[config.mk]
export PLATFORM = sky130hd
export DESIGN_NAME = audio_volume_scaler_unit
export DESIGN_NICKNAME = d
export VERILOG_FILES = /design/src/hw/rtl/avs_pkg.sv /design/src/hw/rtl/audio_volume_scaler_unit.sv
export VERILOG_INCLUDE_DIRS = /design/src /design/src/hw/rtl
export SDC_FILE = /design/constraint.sdc
export NUM_CORES = 2
export LEC_CHECK = 0
export ABC_CLOCK_PERIOD_IN_PS = 10440
export BUFFER_PORTS_ARGS = -buffer_cell sky130_fd_sc_hd__buf_2
export CAP_MARGIN = 20
export CORE_MARGIN = 2
export CORE_UTILIZATION = 50
export CTS_BUF_LIST = sky130_fd_sc_hd__clkbuf_8
export CTS_CLUSTER_SIZE = 14
export DETAILED_ROUTE_END_ITERATION = 6
export PLACE_DENSITY = 0.7
export REMOVE_ABC_BUFFERS = 1
export SLEW_MARGIN = 30
export SYNTH_ARGS = -nofsm -noshare
export SYNTH_HDL_FRONTEND = slang
export SYNTH_SLANG_ARGS = --single-unit
[constraint.sdc]
create_clock -name clk -period 10.44 [get_ports clk]
set_clock_uncertainty 0.1 [all_clocks]
set_input_delay 0.522 -clock clk [delete_from_list [all_inputs] [get_ports clk]]
set_output_delay 0.522 -clock clk [all_outputs]
set_load 0.01 [all_outputs]
[src/hw/rtl/assert_macros.svh]
// Assertion macros shared by the RTL of the volume scaler.
// Depends on nothing; define NO_ASSERTIONS to compile the checks out.
`ifndef ASSERT_MACROS_SVH
`define ASSERT_MACROS_SVH
`ifndef NO_ASSERTIONS
// A condition that holds at every clock edge outside reset.
`define AVS_ASSERT(label, clk, rst_n, expr) \
    label: assert property (@(posedge clk) disable iff (!rst_n) (expr)) \
        else $error("assertion failed");
// A condition that must hold in the same cycle as its trigger.
`define AVS_ASSERT_IMPL(label, clk, rst_n, ante, cons) \
    label: assert property (@(posedge clk) disable iff (!rst_n) (ante) |-> (cons)) \
        else $error("assertion failed");
// A condition that must hold in the cycle after its trigger.
`define AVS_ASSERT_NEXT(label, clk, rst_n, ante, cons) \
    label: assert property (@(posedge clk) disable iff (!rst_n) (ante) |=> (cons)) \
        else $error("assertion failed");
`else
`define AVS_ASSERT(label, clk, rst_n, expr)
`define AVS_ASSERT_IMPL(label, clk, rst_n, ante, cons)
`define AVS_ASSERT_NEXT(label, clk, rst_n, ante, cons)
`endif
`endif

[src/hw/rtl/avs_pkg.sv]
// Types, constants and helper functions of the audio volume scaler.
// Depends on nothing; used by audio_volume_scaler_unit.
`timescale 1ns / 1ps

package avs_pkg;

    // Configuration register indexes.
    localparam int unsigned CFG_IDX_W = 4;
    localparam logic [CFG_IDX_W-1:0] CFG_FORMAT = 4'd0;
    localparam logic [CFG_IDX_W-1:0] CFG_VOLUME = 4'd1;
    localparam logic [CFG_IDX_W-1:0] CFG_MUTED  = 4'd2;

    // Sample format codes.
    localparam logic [1:0] FMT_FLOAT32 = 2'd0;
    localparam logic [1:0] FMT_PCM16   = 2'd1;
    localparam logic [1:0] FMT_PCM24   = 2'd2;
    localparam logic [1:0] FMT_PCM32   = 2'd3;

    // Gain constants in unsigned Q16.
    localparam int unsigned VOL_W = 18;
    localparam logic [VOL_W-1:0] VOL_RESET  = 18'd65536;
    localparam logic [VOL_W-1:0] VOL_MAX    = 18'd131072;
    localparam logic [VOL_W-1:0] VOL_EPS    = 18'd6;
    localparam logic [VOL_W-1:0] VOL_PASS_LO = 18'd65530;
    localparam logic [VOL_W-1:0] VOL_PASS_HI = 18'd65542;

    // Datapath widths.
    localparam int unsigned WORD_W  = 32;
    localparam int unsigned PROD_W  = WORD_W + VOL_W;
    localparam int unsigned FPROD_W = 42;
    localparam logic [WORD_W-1:0] FLOAT_ONE = 32'h3F80_0000;

    // Control carried alongside the data through every stage.
    typedef struct packed {
        logic              silent;
        logic              pass;
        logic [1:0]        fmt;
        logic [WORD_W-1:0] pass_word;
        logic              neg;
        logic              sign;
        logic [7:0]        exp;
        logic              nonfinite;
    } ctrl_t;

    typedef struct packed {
        ctrl_t             ctrl;
        logic [WORD_W-1:0] op;
    } stage_a_t;

    typedef struct packed {
        ctrl_t             ctrl;
        logic [PROD_W-1:0] prod;
    } stage_b_t;

    typedef struct packed {
        ctrl_t              ctrl;
        logic [FPROD_W-1:0] prod;
        logic               prod_zero;
        logic [5:0]         lead;
        logic [WORD_W-1:0]  pcm_q;
    } stage_c_t;

    typedef struct packed {
        ctrl_t             ctrl;
        logic              prod_zero;
        logic              clamp_one;
        logic [7:0]        expf;
        logic [24:0]       mant;
        logic              rnd;
        logic [WORD_W-1:0] pcm_res;
    } stage_d_t;

    // Mask of the bits that a format uses.
    function automatic logic [WORD_W-1:0] fmt_mask(input logic [1:0] fmt);
        logic [WORD_W-1:0] m;
        unique case (fmt)
            FMT_PCM16: m = 32'h0000_FFFF;
            FMT_PCM24: m = 32'h00FF_FFFF;
            default:   m = 32'hFFFF_FFFF;
        endcase
        return m;
    endfunction

    // Sign bit of a PCM format.
    function automatic logic [WORD_W-1:0] fmt_signbit(input logic [1:0] fmt);
        logic [WORD_W-1:0] b;
        unique case (fmt)
            FMT_PCM16: b = 32'h0000_8000;
            FMT_PCM24: b = 32'h0080_0000;
            default:   b = 32'h8000_0000;
        endcase
        return b;
    endfunction

endpackage

[src/hw/rtl/audio_volume_scaler_unit.sv]
// Top level of the audio volume scaler: configuration registers and a
// five-stage gain pipeline. Depends on avs_pkg and assert_macros.svh.
`timescale 1ns / 1ps
`include "assert_macros.svh"

// Digital volume stage. One sample item is taken on every cycle that start is
// high (busy is always low) and its result appears on scaled_bits and
// is_silent after the five register stages, marked by done for a single cycle.
// Throughput is one item per cycle. The five register stages are input
// decode, the 32 x 18 bit gain multiplier, leading-one search and PCM
// rounding, float alignment, and final rounding and packing. The
// receiver cannot hold results off, so results must be taken as they appear.
// Configuration writes are always accepted (cfg_ready is high) and must only
// be made while no item is in flight.
module audio_volume_scaler_unit (
    input  logic                              clk,
    input  logic                              rst_n,
    input  logic                              start,
    output logic                              busy,
    input  logic [avs_pkg::WORD_W-1:0]        sample_bits,
    input  logic                              packet_silent,
    output logic                              done,
    output logic [avs_pkg::WORD_W-1:0]        scaled_bits,
    output logic                              is_silent,
    input  logic                              cfg_valid,
    output logic                              cfg_ready,
    input  logic [avs_pkg::CFG_IDX_W-1:0]     cfg_index,
    input  logic [avs_pkg::VOL_W-1:0]         cfg_data
);
    import avs_pkg::*;

    logic [1:0]       fmt_reg;
    logic [VOL_W-1:0] vol_reg;
    logic             muted_reg;
    logic [VOL_W-1:0] vol_next;

    logic a_vld_reg, b_vld_reg, c_vld_reg, d_vld_reg, e_vld_reg;
    stage_a_t a_reg, a_next;
    stage_b_t b_reg, b_next;
    stage_c_t c_reg, c_next;
    stage_d_t d_reg, d_next;
    logic [WORD_W-1:0] e_data_reg, e_data_next;
    logic              e_sil_reg;

    logic accept;

    // Output qualifiers used by the checks below.
    logic out_pcm16;
    logic out_float_scaled;

    assign busy      = 1'b0;
    assign cfg_ready = 1'b1;
    assign accept    = start && !busy;

    // Configuration registers; the gain saturates at 2.0.
    assign vol_next = (cfg_data > VOL_MAX) ? VOL_MAX : cfg_data;

    always_ff @(posedge clk or negedge rst_n)
    begin
        if (!rst_n)
        begin
            fmt_reg   <= FMT_PCM16;
            vol_reg   <= VOL_RESET;
            muted_reg <= 1'b0;
        end
        else if (cfg_valid && cfg_ready)
        begin
            if (cfg_index == CFG_FORMAT)
            begin
                fmt_reg <= cfg_data[1:0];
            end
            if (cfg_index == CFG_VOLUME)
            begin
                vol_reg <= vol_next;
            end
            if (cfg_index == CFG_MUTED)
            begin
                muted_reg <= cfg_data[0];
            end
        end
    end

    // Stage A: decide silence and pass-through, unpack the sample.
    always_comb
    begin
        logic [WORD_W-1:0] mask;
        logic [WORD_W-1:0] raw;
        logic [WORD_W-1:0] mag;
        logic [7:0]        ex;
        mask = fmt_mask(fmt_reg);
        raw  = sample_bits & mask;
        ex   = sample_bits[30:23];
        a_next.ctrl.silent    = packet_silent || muted_reg || (vol_reg <= VOL_EPS);
        a_next.ctrl.pass      = (vol_reg >= VOL_PASS_LO) && (vol_reg <= VOL_PASS_HI);
        a_next.ctrl.fmt       = fmt_reg;
        a_next.ctrl.pass_word = raw;
        a_next.ctrl.neg       = (raw & fmt_signbit(fmt_reg)) != '0;
        a_next.ctrl.sign      = sample_bits[31];
        a_next.ctrl.exp       = (ex == 8'd0) ? 8'd1 : ex;
        a_next.ctrl.nonfinite = (ex == 8'hFF);
        mag = a_next.ctrl.neg ? ((32'd0 - raw) & mask) : raw;
        if (fmt_reg == FMT_FLOAT32)
        begin
            a_next.op = {8'd0, (ex != 8'd0), sample_bits[22:0]};
        end
        else
        begin
            a_next.op = mag;
        end
    end

    // Stage B: the gain multiplier, shared by both sample kinds.
    always_comb
    begin
        b_next.ctrl = a_reg.ctrl;
        b_next.prod = a_reg.op * vol_reg;
    end

    // Stage C: leading-one search for float, rounding and saturation for PCM.
    always_comb
    begin
        logic [PROD_W:0]   qsum;
        logic [WORD_W+2:0] q;
        logic [WORD_W-1:0] lim;
        qsum = {1'b0, b_reg.prod} + (PROD_W+1)'(32768);
        q    = qsum[PROD_W:16];
        lim  = b_reg.ctrl.neg ? fmt_signbit(b_reg.ctrl.fmt)
                              : (fmt_signbit(b_reg.ctrl.fmt) - 32'd1);
        c_next.ctrl      = b_reg.ctrl;
        c_next.prod      = b_reg.prod[FPROD_W-1:0];
        c_next.prod_zero = (b_reg.prod[FPROD_W-1:0] == '0);
        c_next.lead      = 6'd0;
        for (int i = 0; i < FPROD_W; i++)
        begin
            if (b_reg.prod[i])
            begin
                c_next.lead = 6'(i);
            end
        end
        c_next.pcm_q = (q > {3'd0, lim}) ? lim : q[WORD_W-1:0];
    end

    // Stage D: align the float mantissa, negate the PCM result.
    always_comb
    begin
        logic signed [9:0]  e2;
        logic signed [9:0]  x;
        logic signed [9:0]  q;
        logic signed [9:0]  qc;
        logic signed [9:0]  s;
        logic [4:0]         sh;
        logic [FPROD_W-1:0] shifted;
        logic [FPROD_W-1:0] below;
        logic               guard;
        logic               sticky;
        e2 = $signed({2'd0, c_reg.ctrl.exp}) - 10'sd166;
        x  = $signed({4'd0, c_reg.lead}) + e2;
        q  = x - 10'sd23;
        qc = (q < -10'sd149) ? -10'sd149 : q;
        s  = qc - e2;
        shifted = '0;
        below   = '0;
        guard   = 1'b0;
        sticky  = 1'b0;
        d_next.ctrl      = c_reg.ctrl;
        d_next.prod_zero = c_reg.prod_zero;
        d_next.clamp_one = (x >= 10'sd0);
        d_next.expf      = 8'(qc + 10'sd149);
        if (s <= 10'sd0)
        begin
            sh          = 5'(-s);
            d_next.mant = c_reg.prod[24:0] << sh;
            d_next.rnd  = 1'b0;
        end
        else
        begin
            sh          = 5'(s);
            shifted     = c_reg.prod >> sh;
            below       = c_reg.prod >> (sh - 5'd1);
            guard       = below[0];
            sticky      = (c_reg.prod & ((FPROD_W'(1) << (sh - 5'd1)) - FPROD_W'(1))) != '0;
            d_next.mant = shifted[24:0];
            d_next.rnd  = guard && (sticky || shifted[0]);
        end
        d_next.pcm_res = c_reg.ctrl.neg ? (32'd0 - c_reg.pcm_q) : c_reg.pcm_q;
    end

    // Stage E: round to nearest even, pack and pick the output word.
    always_comb
    begin
        logic [24:0]       mant;
        logic [WORD_W-1:0] fword;
        mant  = d_reg.mant + {24'd0, d_reg.rnd};
        fword = {d_reg.ctrl.sign, 31'd0}
              | ({1'b0, d_reg.expf, 23'd0} + {7'd0, mant});
        if (d_reg.ctrl.silent)
        begin
            e_data_next = '0;
        end
        else if (d_reg.ctrl.pass)
        begin
            e_data_next = d_reg.ctrl.pass_word;
        end
        else if (d_reg.ctrl.fmt == FMT_FLOAT32)
        begin
            priority if (d_reg.ctrl.nonfinite)
            begin
                e_data_next = '0;
            end
            else if (d_reg.prod_zero)
            begin
                e_data_next = {d_reg.ctrl.sign, 31'd0};
            end
            else if (d_reg.clamp_one)
            begin
                e_data_next = {d_reg.ctrl.sign, 31'd0} | FLOAT_ONE;
            end
            else
            begin
                e_data_next = fword;
            end
        end
        else
        begin
            e_data_next = d_reg.pcm_res & fmt_mask(d_reg.ctrl.fmt);
        end
    end

    // Valid bits travel with the items.
    always_ff @(posedge clk or negedge rst_n)
    begin
        if (!rst_n)
        begin
            a_vld_reg <= 1'b0;
            b_vld_reg <= 1'b0;
            c_vld_reg <= 1'b0;
            d_vld_reg <= 1'b0;
            e_vld_reg <= 1'b0;
        end
        else
        begin
            a_vld_reg <= accept;
            b_vld_reg <= a_vld_reg;
            c_vld_reg <= b_vld_reg;
            d_vld_reg <= c_vld_reg;
            e_vld_reg <= d_vld_reg;
        end
    end

    // Payload registers need no reset.
    always_ff @(posedge clk)
    begin
        a_reg      <= a_next;
        b_reg      <= b_next;
        c_reg      <= c_next;
        d_reg      <= d_next;
        e_data_reg <= e_data_next;
        e_sil_reg  <= d_reg.ctrl.silent;
    end

    assign done        = e_vld_reg;
    assign scaled_bits = e_data_reg;
    assign is_silent   = e_sil_reg;

    // A pcm16 result, and a float result that went through the multiplier.
    assign out_pcm16        = done && (fmt_reg == FMT_PCM16);
    assign out_float_scaled = done && !is_silent && (fmt_reg == FMT_FLOAT32)
                            && !((vol_reg >= VOL_PASS_LO) && (vol_reg <= VOL_PASS_HI));

    // A silent item always carries a zero word.
    `AVS_ASSERT_IMPL(a_silent_zero, clk, rst_n, done && is_silent, scaled_bits == '0)
    // Pcm16 results never set bits above the sample width.
    `AVS_ASSERT_IMPL(a_pcm16_upper, clk, rst_n, out_pcm16, scaled_bits[31:16] == 16'd0)
    // A scaled float never exceeds 1.0 in magnitude.
    `AVS_ASSERT_IMPL(a_float_clamp, clk, rst_n, out_float_scaled, scaled_bits[30:0] <= FLOAT_ONE[30:0])
    // The stored gain stays within 0 to 2.0.
    `AVS_ASSERT(a_vol_range, clk, rst_n, vol_reg <= VOL_MAX)
    // An item in stage D always reaches the output in the next cycle.
    `AVS_ASSERT_NEXT(a_out_follows, clk, rst_n, d_vld_reg, done)

endmodule

Word level (Yosys, flattened, before mapping). Cells that the tools add are included. W data, S select, Z words.

Flip-flop bits (word level): 469. Input bits: 59. Output and inout port bits: 36. Word-level logic and storage cells: 175.

$add $sub $neg: 14. Multipliers: 1. Order comparisons: 8. Equality and inequality tests: 9. Shift-type cells: 4. Mux-type cells: 60. Bitwise logic cells: 6. Reductions and logical operators: 18.

Operators by type and width (count): $mux W32 (12); $pmux W32 S2 (4); $mux W6 (30); $and A32 B32 Y32 (4); $sub A1 B32 Y32 const A (2); $add A50 B16 Y51 const B (1); $mul A32 B18 Y50 (1); $and A42 B42 Y42 (1); $logic_not A42 Y1 (1); $reduce_bool A42 Y1 (1); $shl A1 B5 Y42 const A (1); $shr A42 B5 Y1 (1); $shr A42 B5 Y25 (1); $sub A42 B1 Y42 const B (1); $gt A35 B32 Y1 (1); $add A31 B25 Y32 (1); $mux W4 (8); $or A32 B32 Y32 (1); $reduce_bool A32 Y1 (1); $sub A32 B1 Y32 const B (1); $mux W26 (1); $add A25 B1 Y25 (1); $shl A25 B5 Y25 (1); $mux W24 (1); other kinds (31) (42).

Logic depth before layout (Yosys ltp).
Word-level depth: 40. Depth in mapped cells: 38. Mapped depth without buffers: 34.

Least setup slack after synthesis. No wires, ideal clock.

Kind: register -> register. Start point: reg c_reg[83] (netlist name). End point: reg d_reg[32] (netlist name). Setup time: 127 ps. Arrival time: 7520 ps. Data required time: 10213 ps. Slack: 2693 ps. Stages on the path, launching flop included: 37. Buffers on the path: 4. Period minus slack after synthesis: 7747 ps. Path through: dfxtp_1 > ha_1 > ha_1 > a21o_1 > a21oi_1 > nor2b_1 > o21ai_0 > nand2b_1 > xnor2_1 > nor3b_1 > a21oi_1 > a21o_1 > xnor2_1 > a21oi_1 > nand2_1 > ha_1 > clkbuf_1 > nor2b_1 > mux2_2 > ha_1 > clkbuf_1 > and3b_1 > a311o_1 > or4_4 > a2111oi_4 > and4bb_1 > buf_6 > nand3_1 > ha_1 > clkbuf_1 > nor2_1 > nand4_1 > o2111ai_1 > a311o_1 > nor4_1 > and4b_1 > a31oi_1.

Word-level cells in the longest chain between the ends: 13. Elaborated cells between the ends (all ways): 16. Classes of those cells: 6 x add/sub; 2 x order compare; 3 x shift; 1 x mux; 1 x bitwise; 3 x reduce/logical.

Ends and longest elaborated chain: start: declaration (line audio_volume_scaler_unit.sv:40) `stage_c_t c_reg, c_next;`; start signal: assignment (line audio_volume_scaler_unit.sv:255) `c_reg <= c_next;`; $sub A8 B8 Y9 * (line audio_volume_scaler_unit.sv:156) `e2 = $signed({2'd0, c_reg.ctrl.exp}) - 10'sd166;`; $add A7 B9 Y10 (line audio_volume_scaler_unit.sv:157) `x = $signed({4'd0, c_reg.lead}) + e2;`; $sub A10 B6 Y10 (line audio_volume_scaler_unit.sv:158) `q = x - 10'sd23;`; $lt A10 B9 Y1 (line audio_volume_scaler_unit.sv:159) `qc = (q < -10'sd149) ? -10'sd149 : q;`; $mux W10 (line audio_volume_scaler_unit.sv:159); $sub A10 B9 Y10 * (line audio_volume_scaler_unit.sv:160) `s = qc - e2;`; $sub A5 B1 Y5 (line audio_volume_scaler_unit.sv:179, audio_volume_scaler_unit.sv:181); $shl A1 B5 Y42 (line audio_volume_scaler_unit.sv:181) `sticky = (c_reg.prod & ((FPROD_W'(1) << (sh - 5'd1)) - FPROD_W'(1))) != '0;`; $sub A42 B1 Y42 (line audio_volume_scaler_unit.sv:181); $and A42 B42 Y42 (line audio_volume_scaler_unit.sv:181); $reduce_bool A42 Y1 (line audio_volume_scaler_unit.sv:181); $logic_or A1 B1 Y1 (line audio_volume_scaler_unit.sv:183) `d_next.rnd = guard && (sticky || shifted[0]);`; $logic_and A1 B1 Y1 (line audio_volume_scaler_unit.sv:183); end signal: assignment (line audio_volume_scaler_unit.sv:256) `d_reg <= d_next;`; end: declaration (line audio_volume_scaler_unit.sv:41) `stage_d_t d_reg, d_next;`.

Mark *: on every way between the ends. The rest lies on a longest branch, timed or not. A chain may end at the register's enable or synchronous reset.

Final worst setup path. Ends and elaborated chain as after synthesis.

==> flow_summary.yaml <==
run_status:
  status: "complete, but fails checks"
  violations: "design-rule violations"
synthesis:
  syn_avg_cell_area_sq_um: 9.22
  synth_async_sr_flop_share: 0.0556
  ys.flop_type: "dfxtp_1"
  synth.yosys.seq_area_share: 0.246
  synth_top_family_by_area: "adder cells"
  synth_edf_count: 0
  ys_ff_latch: 468
  yosysUniqueCellTypes: 82
  synthCells: 4198
  synth_area_sq_um: 38700
  yosys.area_share.simple: 0.157
  synth-compound-area-share: 0.0951
  synth-adder-area-share: 0.314
  muxShareOfSynthArea: 0.0644
  yosysWarnings: 0
  synth-xor-area-share: 0.0447
cts:
  clock_sinks: 468
  root_buffer: "clkbuf_8"
  htree_levels: 3
  clk_path_buf_depth: 3
  cts_tree: "yes"
  clk_latency_ns: 0.65
  clk_pin_slew_worst_paths_ns: 0.08
  cts_resized: 0
  cts_buffers: 71
finish:
  area_growth_syn_to_layout_pct: 8.31
  largest_reg_flops: 128
  drive_gt1_frac: 0.0957
  fin_nets: 4936
  final_common_cell: "nand2_1"
  final_cell_mix: "622 x nand2_1, 579 x inv_1, 482 x fa_1, 431 x dfxtp_1, 197 x ha_1"
  final.fill_count: 6875
critical_path:
  cpMostUsedCell: "ha_1"
  crit_arrival_ns: 9.66
  crit_required_ns: 10.86
  rrSetupSlack_ns: 1.21
  timing.rr.end: "d_reg[32]"
  regToRegStartpoint: "c_reg[83]"
  cpPeakStageDelay_ns: 0.52
  crit_type: "flip-flop to flip-flop"
  crit_fanout: 14
  cp-start-kind: "flip-flop"
  cp_slowest_cell: "a2111oi_4"
  cp-end-kind: "flip-flop"
  reg2reg_depth: 32
drt:
  vias_per_cell: 5.62
  first_iter_violations: 2453
  avgRoutedWirePerCell_microns: 19.9
  drc: 6
  drt-total-wl_microns: 105000
  firstDrtPassIters: 7
  vias: 29800
  route.antenna.remaining_nets: 0
placed_design:
  gp_congestion: 0.970
  dpl.hpwl_microns: 79900
  portBuffers: 92
global_route:
  grt_overflow_total: 0
  grt_pass1_vias: 30000
  grt_max_degree: 65
  track_usage: 0.267
  grt_antenna_before_repair: 2
  grt_pass1_wl_microns: 166000
sta:
  fin_crit_ns: 9.23
  worst_pin_slew_ns: 1.03
  timing.final.crit_share: 0.885
  slew_violations: 0
  finalSetupTns_ns: 0
  slew_headroom: 0.313
  hold_viol: 0
  rsz0062_at_grt: "false"
  setup_violations: 0
  max_freq_mhz: 108
die:
  die-area_sq_um: 79600
  fp-row-count: 102
  core_area_sq_um: 77100
  die_y_microns: 282
  die_width_microns: 282
  start_util: 0.502
  ios: 95
worst_hold_path:
  whs_path_depth: 2
  hold_start: "cfg_data[3]"
  hp-class: "primary input to flip-flop"
  holdPathEnd: "vol_reg[3]"
run:
  cap_violations: 0
worst max-delay path, delay by kind of cell (launching register included):
kind,cells,cell delay (ns)
xor+xnor,2,0.32
mux,1,0.37
compound gates,12,2.76
fa+ha+maj,5,2.29
buf+inv,1,0.26
flops,1,0.35
simple gates,11,2.63
kinds of logic after synthesis:
kind of cell | count (synthesis)
other | 2
flip-flops | 468
AND/OR/NAND/NOR | 1307
AO/OA/AOI/OAI | 568
multiplexers | 167
XOR/XNOR | 195
buffers and inverters | 810
adder cells (fa/ha/maj) | 681
worst max path at each step:
| stage | from | end | slack [ns] | cells past startpoint |
|---|---|---|---|---|
| after CTS | c_reg[83] | d_reg[32] | 1.38 | 32 |
| after global routing | c_reg[83] | d_reg[32] | 0.55 | 33 |
| final | c_reg[83] | d_reg[32] | 1.21 | 32 |
| after global placement | c_reg[83] | d_reg[32] | 1.43 | 32 |
| after floorplan | c_reg[83] | d_reg[32] | 1.06 | 31 |
| after detailed placement | c_reg[83] | d_reg[32] | 1.40 | 32 |
cell type report:
cell class              instances  area (sq um)  share of cell area
multi-input cells            2920         26200               0.625
flip-flops and latches        468          9520               0.227
inverters                     560          2100              0.0502
well taps                    1040          1300              0.0310
clock buffers                  88          1210              0.0289
repair buffers                175          1190              0.0284
clock inverters                42           369             0.00881
diodes                          1          2.50           0.0000597
metrics by stage:
step	hold slack (ns)	cells	setup slack (ns)	area [sq um]	utilization
CTS	0.00445	5292	1.38	41900	0.543
global route	0.0131	5294	0.550	41900	0.544
global placement	0.210	5121	1.43	39900	0.517
finish	0.0417	5294	1.21	41900	0.544
floorplan	0.126	3948	1.06	37700	-
detailed placement	0.212	5122	1.40	39900	0.518
metal layers:
layer  global-route usage  vias up  part of all wire
li1                     -    13500                 -
met1                0.353    14700              0.41
met2                0.443     1271              0.48
met3               0.0453      244             0.079
met4               0.0971        0             0.034
met5                    0        -                 0
synth_stat cells (25+ instances only):
cell | instances | area, sq um
nand2_1 | 622 | 2330
inv_1 | 560 | 2100
fa_1 | 483 | 9670
dfxtp_1 | 442 | 8850
clkbuf_1 | 233 | 875
ha_1 | 198 | 2480
nor2_1 | 195 | 732
a21oi_1 | 193 | 966
and2_1 | 156 | 976
xnor2_1 | 150 | 1310
o21ai_0 | 94 | 470
mux2i_1 | 61 | 611
mux4_2 | 61 | 1370
nand3_1 | 55 | 275
nor2b_1 | 53 | 332
a21o_1 | 51 | 383
mux2_2 | 45 | 507
xor2_1 | 43 | 377
nor3_1 | 41 | 205
nand4_1 | 37 | 231
nor4_1 | 30 | 188
and3_1 | 28 | 175
o31ai_1 | 25 | 188
what timing repair did:
action / in CTS / in global routing
hold buffers: 40 / 0
endpoints found under the hold margin: 63 / 0
buffers inserted: 0 / 0
Power is left out: the tool's default activity adds up to more than one toggle a clock period on the data nets, which glitch-free logic cannot reach.
